$ cat src/ece_pkg.sv
`default_nettype none

package ece_pkg;

  localparam int unsigned ECE_FRAC_BITS = 16;
  localparam int unsigned IQ = 28;

  // pipeline stage indices
  localparam int unsigned ST_FRONT   = 1;
  localparam int unsigned ST_SQUARE  = 2;
  localparam int unsigned ST_CUBE    = 3;
  localparam int unsigned ST_FIFTH   = 4;
  localparam int unsigned ST_SIN_LO  = 5;
  localparam int unsigned ST_SIN_HI  = 10;
  localparam int unsigned ST_SIN_END = 11;
  localparam int unsigned ST_EXP_LO  = 2;
  localparam int unsigned ST_EXP_HI  = 11;
  localparam int unsigned ST_EXP_SH  = 12;
  localparam int unsigned ST_MIX     = 13;
  localparam int unsigned SQ_FIRST   = 4;
  localparam int unsigned SQ_ITERS   = 29;
  localparam int unsigned ST_ROOT    = SQ_FIRST + SQ_ITERS;
  localparam int unsigned NSTG       = ST_ROOT;

  // curve codes
  localparam logic [4:0] M_LINEAR      = 5'd0;
  localparam logic [4:0] M_SINE_IN     = 5'd1;
  localparam logic [4:0] M_CUBIC_IN    = 5'd2;
  localparam logic [4:0] M_QUINT_IN    = 5'd3;
  localparam logic [4:0] M_CIRC_IN     = 5'd4;
  localparam logic [4:0] M_ELASTIC_IN  = 5'd5;
  localparam logic [4:0] M_BACK_IN     = 5'd6;
  localparam logic [4:0] M_BOUNCE_IN   = 5'd7;
  localparam logic [4:0] M_SINE_OUT    = 5'd8;
  localparam logic [4:0] M_CUBIC_OUT   = 5'd9;
  localparam logic [4:0] M_QUINT_OUT   = 5'd10;
  localparam logic [4:0] M_CIRC_OUT    = 5'd11;
  localparam logic [4:0] M_ELASTIC_OUT = 5'd12;
  localparam logic [4:0] M_BACK_OUT    = 5'd13;
  localparam logic [4:0] M_BOUNCE_OUT  = 5'd14;
  localparam logic [4:0] M_SINE_IO     = 5'd15;
  localparam logic [4:0] M_CUBIC_IO    = 5'd16;
  localparam logic [4:0] M_QUINT_IO    = 5'd17;
  localparam logic [4:0] M_CIRC_IO     = 5'd18;
  localparam logic [4:0] M_ELASTIC_IO  = 5'd19;
  localparam logic [4:0] M_BACK_IO     = 5'd20;
  localparam logic [4:0] M_BOUNCE_IO   = 5'd21;

  typedef logic signed [33:0] qv_t;

  localparam qv_t ONE     = 34'sd268435456;
  localparam qv_t HALF    = 34'sd134217728;
  localparam qv_t QUARTER = 34'sd67108864;
  localparam qv_t TWO     = 34'sd536870912;
  localparam qv_t TEN     = 34'sd2684354560;
  localparam qv_t C43     = 34'sd2885681152;
  localparam qv_t C3Q     = 34'sd201326592;
  localparam qv_t C89     = 34'sd2986344448;
  localparam qv_t K_C1        = 34'sd456764403;
  localparam qv_t K_C3        = 34'sd725199859;
  localparam qv_t K_C2        = 34'sd696565715;
  localparam qv_t K_C2P1      = 34'sd965001171;
  localparam qv_t K_THIRD     = 34'sd89478485;
  localparam qv_t K_TWONINTHS = 34'sd59652324;

  localparam qv_t SIN_C [0:6] = '{
    34'sd421657428, -34'sd173399667, 34'sd21392327, -34'sd1256749,
    34'sd43068, -34'sd966, 34'sd19
  };
  localparam qv_t EXP2_C [0:10] = '{
    34'sd268435456, 34'sd186065280, 34'sd64485312, 34'sd14899271,
    34'sd2581847, 34'sd357920, 34'sd41349, 34'sd4094, 34'sd355,
    34'sd27, 34'sd2
  };

  typedef struct packed {
    logic [4:0]         mode;
    logic               lo;
    logic               at_end;
    logic signed [29:0] x;
    qv_t                y;
    qv_t                y2;
    qv_t                y3;
    qv_t                y4;
    qv_t                y5;
    qv_t                m20;
    qv_t                c1y2;
    qv_t                c3y3;
    qv_t                p20;
    logic [27:0]        w;
    logic [1:0]         q;
    logic [28:0]        u;
    qv_t                u2;
    qv_t                sacc;
    qv_t                sv;
    logic [3:0]         n;
    logic [28:0]        f;
    qv_t                pacc;
    logic [29:0]        p2;
    logic [28:0]        b;
    logic signed [31:0] by;
    logic [27:0]        bc;
    logic [29:0]        bo;
    logic [57:0]        rem;
    logic [57:0]        root;
    qv_t                r;
  } stg_t;

  function automatic qv_t mulq(input qv_t a, input qv_t b);
    logic signed [67:0] p;
    p = a * b;
    p = p + 68'sd134217728;
    return p[61:28];
  endfunction

  function automatic qv_t halfq(input qv_t a);
    qv_t t;
    t = a + 34'sd1;
    return t >>> 1;
  endfunction

  function automatic stg_t stage_step(input int unsigned j, input stg_t i);
    stg_t               o;
    qv_t                xq;
    qv_t                x2q;
    qv_t                x10;
    qv_t                x20;
    qv_t                t;
    qv_t                mq;
    qv_t                nn;
    qv_t                k;
    qv_t                c;
    qv_t                sq;
    logic               lo;
    logic [27:0]        ut;
    logic [57:0]        bitv;
    logic [57:0]        trial;
    logic signed [63:0] bp;
    logic signed [67:0] pp;
    o   = i;
    xq  = qv_t'(i.x);
    x2q = xq <<< 1;
    x10 = xq * 34'sd10;
    x20 = xq * 34'sd20;
    lo  = xq < HALF;

    if (j == ST_FRONT) begin
      o.lo     = lo;
      o.at_end = (xq == 34'sd0) || (xq == ONE);
      case (i.mode)
        M_CUBIC_OUT, M_QUINT_OUT: o.y = ONE - xq;
        M_CIRC_OUT, M_BACK_OUT:   o.y = xq - ONE;
        M_CUBIC_IO, M_QUINT_IO:   o.y = lo ? xq : TWO - x2q;
        M_CIRC_IO:                o.y = lo ? x2q : TWO - x2q;
        M_BACK_IO:                o.y = lo ? x2q : x2q - TWO;
        default:                  o.y = xq;
      endcase
      case (i.mode)
        M_SINE_IN:  t = (xq >>> 2) + QUARTER;
        M_SINE_OUT: t = xq >>> 2;
        M_SINE_IO:  t = (xq >>> 1) + QUARTER;
        default:    t = '0;
      endcase
      o.w = t[27:0];
      case (i.mode)
        M_ELASTIC_IN:  mq = TEN - x10;
        M_ELASTIC_OUT: mq = x10;
        M_ELASTIC_IO:  mq = lo ? TEN - x20 : x20 - TEN;
        default:       mq = '0;
      endcase
      nn  = (mq + ONE - 34'sd1) >>> IQ;
      o.n = nn[3:0];
      t   = (qv_t'(o.n) <<< IQ) - mq;
      o.f = t[28:0];
      case (i.mode)
        M_BOUNCE_IN:  t = ONE - xq;
        M_BOUNCE_OUT: t = xq;
        M_BOUNCE_IO:  t = lo ? ONE - x2q : x2q - ONE;
        default:      t = '0;
      endcase
      o.b = t[28:0];
    end

    if (j == ST_SQUARE) begin
      o.y2  = mulq(i.y, i.y);
      o.m20 = mulq(K_C2P1, i.y);
      case (i.mode)
        M_ELASTIC_IN:  t = mulq(x10 - C43, K_THIRD);
        M_ELASTIC_OUT: t = mulq(x10 - C3Q, K_THIRD);
        M_ELASTIC_IO:  t = mulq(x20 - C89, K_TWONINTHS);
        default:       t = qv_t'(i.w);
      endcase
      o.w = t[27:0];
      t = qv_t'(i.b) * 34'sd11;
      if (t < (ONE <<< 2)) begin
        k = '0;
        c = '0;
      end else if (t < (ONE <<< 3)) begin
        k = ONE * 34'sd6;
        c = 34'sd201326592;
      end else if (t < TEN) begin
        k = ONE * 34'sd9;
        c = 34'sd251658240;
      end else begin
        k = 34'sd2818572288;
        c = 34'sd264241152;
      end
      t    = t - k;
      o.by = t[31:0];
      o.bc = c[27:0];
    end

    if ((j >= ST_EXP_LO) && (j <= ST_EXP_HI)) begin
      o.pacc = EXP2_C[ST_EXP_HI - j] +
               mulq((j == ST_EXP_LO) ? EXP2_C[10] : i.pacc, qv_t'(i.f));
    end

    if (j == ST_CUBE) begin
      o.y3   = mulq(i.y2, i.y);
      o.y4   = mulq(i.y2, i.y2);
      o.c1y2 = mulq(K_C1, i.y2);
      o.p20  = mulq(i.y2, i.lo ? i.m20 - K_C2 : i.m20 + K_C2);
      t      = ONE - i.y2;
      o.rem  = t[33] ? '0 : (58'(t) << IQ);
      o.root = '0;
      ut     = {i.w[25:0], 2'b00};
      o.q    = i.w[27:26];
      o.u    = i.w[26] ? (29'd268435456 - {1'b0, ut}) : {1'b0, ut};
      bp     = i.by * i.by;
      bp     = bp + 64'sd2147483648;
      o.bo   = bp[61:32] + {2'b00, i.bc};
    end

    if (j == ST_FIFTH) begin
      o.y5   = mulq(i.y4, i.y);
      o.c3y3 = mulq(K_C3, i.y3);
      o.u2   = mulq(qv_t'(i.u), qv_t'(i.u));
    end

    if ((j >= ST_SIN_LO) && (j <= ST_SIN_HI)) begin
      o.sacc = SIN_C[ST_SIN_HI - j] +
               mulq((j == ST_SIN_LO) ? SIN_C[6] : i.sacc, i.u2);
    end

    if (j == ST_SIN_END) begin
      t    = mulq(i.sacc, qv_t'(i.u));
      o.sv = i.q[1] ? -t : t;
    end

    if (j == ST_EXP_SH) begin
      k    = (i.n == 4'd0) ? '0 : (34'sd1 <<< (i.n - 4'd1));
      t    = (i.pacc + k) >>> i.n;
      o.p2 = t[29:0];
    end

    if (j == ST_MIX) begin
      t  = mulq(qv_t'(i.p2), i.sv);
      pp = qv_t'(i.p2) * i.sv;
      pp = pp + 68'sd268435456;
      c  = pp[62:29];
      case (i.mode)
        M_SINE_IN:     o.r = ONE - i.sv;
        M_SINE_OUT:    o.r = i.sv;
        M_SINE_IO:     o.r = halfq(ONE - i.sv);
        M_CUBIC_IN:    o.r = i.y3;
        M_QUINT_IN:    o.r = i.y5;
        M_BACK_IN:     o.r = i.c3y3 - i.c1y2;
        M_CUBIC_OUT:   o.r = ONE - i.y3;
        M_QUINT_OUT:   o.r = ONE - i.y5;
        M_BACK_OUT:    o.r = ONE + i.c3y3 + i.c1y2;
        M_CUBIC_IO:    o.r = i.lo ? (i.y3 <<< 2) : ONE - halfq(i.y3);
        M_QUINT_IO:    o.r = i.lo ? (i.y5 <<< 4) : ONE - halfq(i.y5);
        M_BACK_IO:     o.r = i.lo ? halfq(i.p20) : halfq(i.p20 + TWO);
        M_BOUNCE_IN:   o.r = ONE - qv_t'(i.bo);
        M_BOUNCE_OUT:  o.r = qv_t'(i.bo);
        M_BOUNCE_IO:   o.r = i.lo ? halfq(ONE - qv_t'(i.bo)) : halfq(ONE + qv_t'(i.bo));
        M_ELASTIC_IN:  o.r = i.at_end ? xq : -t;
        M_ELASTIC_OUT: o.r = i.at_end ? xq : t + ONE;
        M_ELASTIC_IO:  o.r = i.at_end ? xq : (i.lo ? -c : c + ONE);
        default:       o.r = xq;
      endcase
    end

    if ((j >= SQ_FIRST) && (j < SQ_FIRST + SQ_ITERS)) begin
      bitv  = 58'd1 << (56 - 2 * (j - SQ_FIRST));
      trial = i.root + bitv;
      if (i.rem >= trial) begin
        o.rem  = i.rem - trial;
        o.root = (i.root >> 1) + bitv;
      end else begin
        o.root = i.root >> 1;
      end
    end

    if (j == ST_ROOT) begin
      sq = qv_t'(i.root[28:0]);
      case (i.mode)
        M_CIRC_IN:  o.r = ONE - sq;
        M_CIRC_OUT: o.r = sq;
        M_CIRC_IO:  o.r = i.lo ? halfq(ONE - sq) : halfq(sq + ONE);
        default:    o.r = i.r;
      endcase
    end
    return o;
  endfunction

endpackage

`default_nettype wire

$ cat src/ece_stage.sv
`default_nettype none

module ece_stage
  import ece_pkg::*;
#(
  parameter int unsigned IDX = 1
) (
  input  logic clk,
  input  logic rst,
  input  logic up_valid,
  input  stg_t up_data,
  input  logic dn_ready,
  output logic ready,
  output logic valid,
  output stg_t data
);

  assign ready = !valid || dn_ready;

  always_ff @(posedge clk) begin
    if (rst) begin
      valid <= 1'b0;
    end else if (ready) begin
      valid <= up_valid;
    end
  end

  always_ff @(posedge clk) begin
    if (ready) begin
      data <= stage_step(IDX, up_data);
    end
  end

endmodule

`default_nettype wire

$ cat config.mk
export PLATFORM = sky130hd
export DESIGN_NAME = ece_stage
export DESIGN_NICKNAME = d
export VERILOG_FILES = /design/src/ece_pkg.sv /design/src/ece_stage.sv
export SDC_FILE = /design/constraint.sdc
export NUM_CORES = 1
export LEC_CHECK = 0
export BUFFER_PORTS_ARGS = -buffer_cell sky130_fd_sc_hd__buf_2
export CAP_MARGIN = 5
export CORE_AREA = 2 2 685 687
export DETAILED_ROUTE_END_ITERATION = 10
export DIE_AREA = 0 0 687 689
export GPL_ROUTABILITY_DRIVEN = 0
export GPL_TIMING_DRIVEN = 0
export PLACE_DENSITY = 0.3
export SETUP_SLACK_MARGIN = 0.15
export SYNTH_ARGS = -nofsm -noshare
export SYNTH_HDL_FRONTEND = slang
export SYNTH_SLANG_ARGS = --single-unit
$ cat constraint.sdc
create_clock -name clk -period 53 [get_ports clk]
set_input_delay 5.3 -clock clk [delete_from_list [all_inputs] [get_ports clk]]
set_output_delay 5.3 -clock clk [all_outputs]
set_load 0.02 [all_outputs]
Word-level counts from Yosys, hierarchy flattened --
Index checks and enable logic that the tools add are counted.
Cells by class: reductions and logical operators 7, divide/modulo/power cells 0, equality and inequality tests 18, multiply operators 2, add/sub/neg operators 14, shift-type cells 0, order comparisons 1, bitwise gates (word level) 0, multiplexer cells 10
Operators by type and width (number):
- 34-bit one-hot mux with 5 select lines | 1
- 34-bit two-way mux | 3
- 32-bit one-hot mux with 3 select lines | 1
- 29-bit one-hot mux with 3 select lines | 1
- 28-bit one-hot mux with 3 select lines | 1
- 32-bit two-way mux | 2
- 32-bit subtractor (first input constant) | 2
- 28-bit adder (second input constant) | 2
- 5-bit by 4-bit == test with 1-bit output (second input constant) | 8
- 34-bit logical NOT | 1
- 32-bit by 30-bit adder with 32-bit output (second input constant) | 1
- 31-bit by 31-bit subtractor with 32-bit output (first input constant) | 1
- 31-bit by 31-bit subtractor with 32-bit output (second input constant) | 1
- 32-bit by 2-bit subtractor with 32-bit output (second input constant) | 1
- 32-bit subtractor (second input constant) | 1
- 30-bit by 4-bit multiplier with 31-bit output (second input constant) | 1
- 30-bit by 30-bit subtractor with 31-bit output (first input constant) | 1
- 30-bit by 30-bit subtractor with 31-bit output (second input constant) | 1
- 30-bit == test (second input constant) | 1
- 5-bit == test (second input constant) | 6
- 30-bit by 29-bit < comparator with 1-bit output (second input constant) | 1
- 30-bit by 4-bit multiplier with 30-bit output (second input constant) | 1
- 29-bit two-way mux | 1
- 29-bit subtractor | 1
- other kinds (7) | 11
Word-level totals: register bits 871, output and inout port bits 872, logic and storage cells 83, ROM bits 0, RAM bits 0, memories 0, bits in latches 0

Logic depth before layout (Yosys ltp) --
word-level depth 8, mapped depth 18, gate-level depth less buffers 17

Worst setup path before layout --
No wires, ideal clock.
kind input to output, start in dn_ready, end out ready, arrival time 26074 ps, slack 21626 ps, buffers on the path 0, stages 1, cells stage by stage nand2b_1
On the way: word-level cells in the longest chain between the ends 1
Ends and longest elaborated chain:
- start: declaration | RTL line ece_stage.sv:12 | input logic dn_ready,
- 1-bit logical OR | RTL line ece_stage.sv:18 | assign ready = !valid || dn_ready;
- end: declaration | RTL line ece_stage.sv:13 | output logic ready,
No other way between the ends.

Final worst setup path --
Same ends and word-level chain as after synthesis.

==> impl_metrics.toml <==
[pwr]
peakVddDrop_v = 0.00002176
p_leak_nw = 20.56
p_per_area_nw_per_um2 = 37.55

[final_layout]
syn_to_final_growth_pct = 61.33
drive_above_1_share_pct = 47.00
fillers = 53210
final_core_util_pct = 11.72
nets = 4816
finalInstanceArea_um2 = 54620

[yosys]
synth_area_um2 = 33860
yosys.cell_count.top_type = "edfxtp_1"
synth_mux_area_share_pct = 0.2107
synthCells = 2101
synth_top_family_by_area = "compound AO/OA/AOI/OAI gates"
synth_compound_area_share_pct = 9.165
synthDistinctLibCells = 88
ys_ff_latch = 868
synth-xor-area-share_pct = 3.027
synth-simple-area-share_pct = 6.663
synth-seq-area-share_pct = 76.96
yosys.area.top_type = "edfxtp_1"
synth_area_leaders = "edfxtp_1 (77%), ha_1 (2.4%), o21ai_0 (2.2%)"
yosys_warnings = 0
synthArstFlopShare_pct = 0
synth_commonest_cells = "edfxtp_1 (867), o21ai_0 (149), nor2_1 (106), nand2_1 (102), a21oi_1 (96)"
synth_top_area_share_pct = 76.90
synth_ff_type = "edfxtp_1"
syn_avg_cell_area_um2 = 16.11
synthAdderAreaFrac_pct = 2.491
synth_edf_count = 867

[setup_path]
critical_path_peak_fanout = 66
worstSetupEndpointType = "primary output"
cp.arrival_ns = 7.80
path_class = "primary input to primary output"
start_kind = "primary input"
required_ns = 47.70

[timing]
tns_ns = 0
grt_setup_unrepaired = "no"
slew_viol_final = 0
worst_pin_slew_ns = 1.136
period_share_pct = 24.72
fin_ws_ns = 39.90
min_period_ns = 13.10
finalHoldViolCount = 0
setup_violations = 0
clock_skew_ns = 0.06466
slew_headroom_pct = 24.24
clock.fmax_ghz = 0.07634

[routing]
wl_um = 296800
viasPerCell = 2.821
top_layer = "met5"
drt-met1-wl_um = 100100
antenna_left = 0
num_vias = 29100
dr_wl_met3_um = 34760
wire_per_inst_um = 28.78
drt_iter0_drc = 2607
drtPass1Iterations = 5
wl_met2_um = 146600
drc = 0

[run]
drv_cap = 0

[floorplanning]
die-area_um2 = 473300
die_w_um = 687
io_pins = 1746
core-area_um2 = 466100
rows = 251
die_y_um = 689
floorplan.initialDensity_pct = 7.264

[cts]
ctsResizeCount = 0
clk_latency_ns = 0.81
hold_buffers = 0
numCtsBuffers = 135
clock-sinks = 868
cts_tree = "built"
clk_transition_reported_paths_ns = 0.06
clock-root-buffer = "clkbuf_16"
clk_path_buf_depth = 4
cts_setup_buffers = 0
htreeDepth = 4

[global_routing]
grt_pass1_wl_um = 355800
grt_antenna_before_repair = 378
grt.total_usage_pct = 11.90
gr-total-overflow = 0
first_global_vias = 28280
grt_max_degree = 72

[placed_design]
io_buffers = 1618
dpl_cell_area_um2 = 50180
hpwl_um = 257300
place_ws_ns = 39.78

[worst_hold_path]
min_path_type = "flip-flop to flip-flop"

[run_status]
outcome = "finished clean"
-- metal layers --
layer / up-vias / track usage (%)
met2: 1985 / 20.93
met1: 14250 / 12.11
met3: 748 / 5.735
li1: 12040 / -
met4: 82 / 4.606
met5: - / 0
-- metrics by stage --
stage          power, mW  cells  hold slack, ns
5_1_grt            2.149  10260           1.348
3_3_place_gp       1.252   9918           5.465
3_5_place_dp       1.205   9937           1.265
4_1_cts            2.117  10170           1.266
6_report           2.051  10310           1.224
2_1_floorplan      1.036   2102           5.369
-- worst paths after layout --
check,startpoint,to,slack (ns),cells past startpoint
worst max register to register,valid$_SDFFE_PP0P_,data[598]$_DFFE_PP_,49.97,6
worst max-delay path,dn_ready,ready,39.90,7
worst min-delay path,valid$_SDFFE_PP0P_,valid$_SDFFE_PP0P_,1.22,2
worst min register to register,valid$_SDFFE_PP0P_,valid$_SDFFE_PP0P_,1.22,2
-- power by group --
part / internal [mW] / switching, mW
Sequential: 0.818 / 0.0204
Combinational: 0.0951 / 0.245
Clock: 0.499 / 0.373
-- kinds of logic (layout without fill, tap and decap cells) --
logic type | Yosys count | in the layout
multiplexers | 7 | 7
adder cells (fa/ha/maj) | 67 | 67
flip-flops | 868 | 868
AND/OR/NAND/NOR | 447 | 447
buffers and inverters | 127 | 1995
AO/OA/AOI/OAI | 467 | 467
other | 1 | 148
XOR/XNOR | 117 | 117
-- flip-flops by register name, summed over array words and instances (netlist names) --
register	flops
data	867
valid	1
-- layout by cell type, fill, tap and decap left out, types with 9 or more instances in the layout --
master and instances:
buf_2 1629, edfxtp_1 867, o21ai_0 149, diode_2 146, clkbuf_16 137, clkbuf_1 116, nor2_1 106, nand2_1 102
a21oi_1 96, xnor2_1 82, nor3_1 68, ha_1 65, xor2_1 35, nand3_1 30, or3_1 30, a22o_1 26
a22oi_1 24, clkinv_1 22, inv_1 21, clkinv_2 18, o311ai_0 16, nand4_1 15, buf_16 15, and3_1 14
a31oi_1 13, nand2b_1 12, and2_1 10, o211ai_1 10, a211oi_1 10, a221oi_1 10, a21o_1 9, nor4_1 9
o221ai_1 9, a221o_1 9, inv_6 9
-- area by class of cell --
class | instances | area (µm²) | area share (%)
inverters | 22 | 82.58 | 0.1512
clock inverters | 69 | 555.5 | 1.017
plain buffers | 105 | 416.7 | 0.7628
repair buffers | 1637 | 8548 | 15.65
well taps | 6198 | 7755 | 14.20
clock buffers | 162 | 3522 | 6.448
multi-input cells | 1107 | 7320 | 13.40
diodes | 146 | 365.4 | 0.6689
flip-flops and latches | 868 | 26060 | 47.70
-- worst max-delay path, stage by stage --
cell      delay, ns
buf_2          0.08
nand2b_4       0.73
buf_16         0.32
buf_16         0.27
buf_16         0.29
buf_16         0.30
buf_2          0.24
No activity file was read; power rests on OpenSTA's default activity.
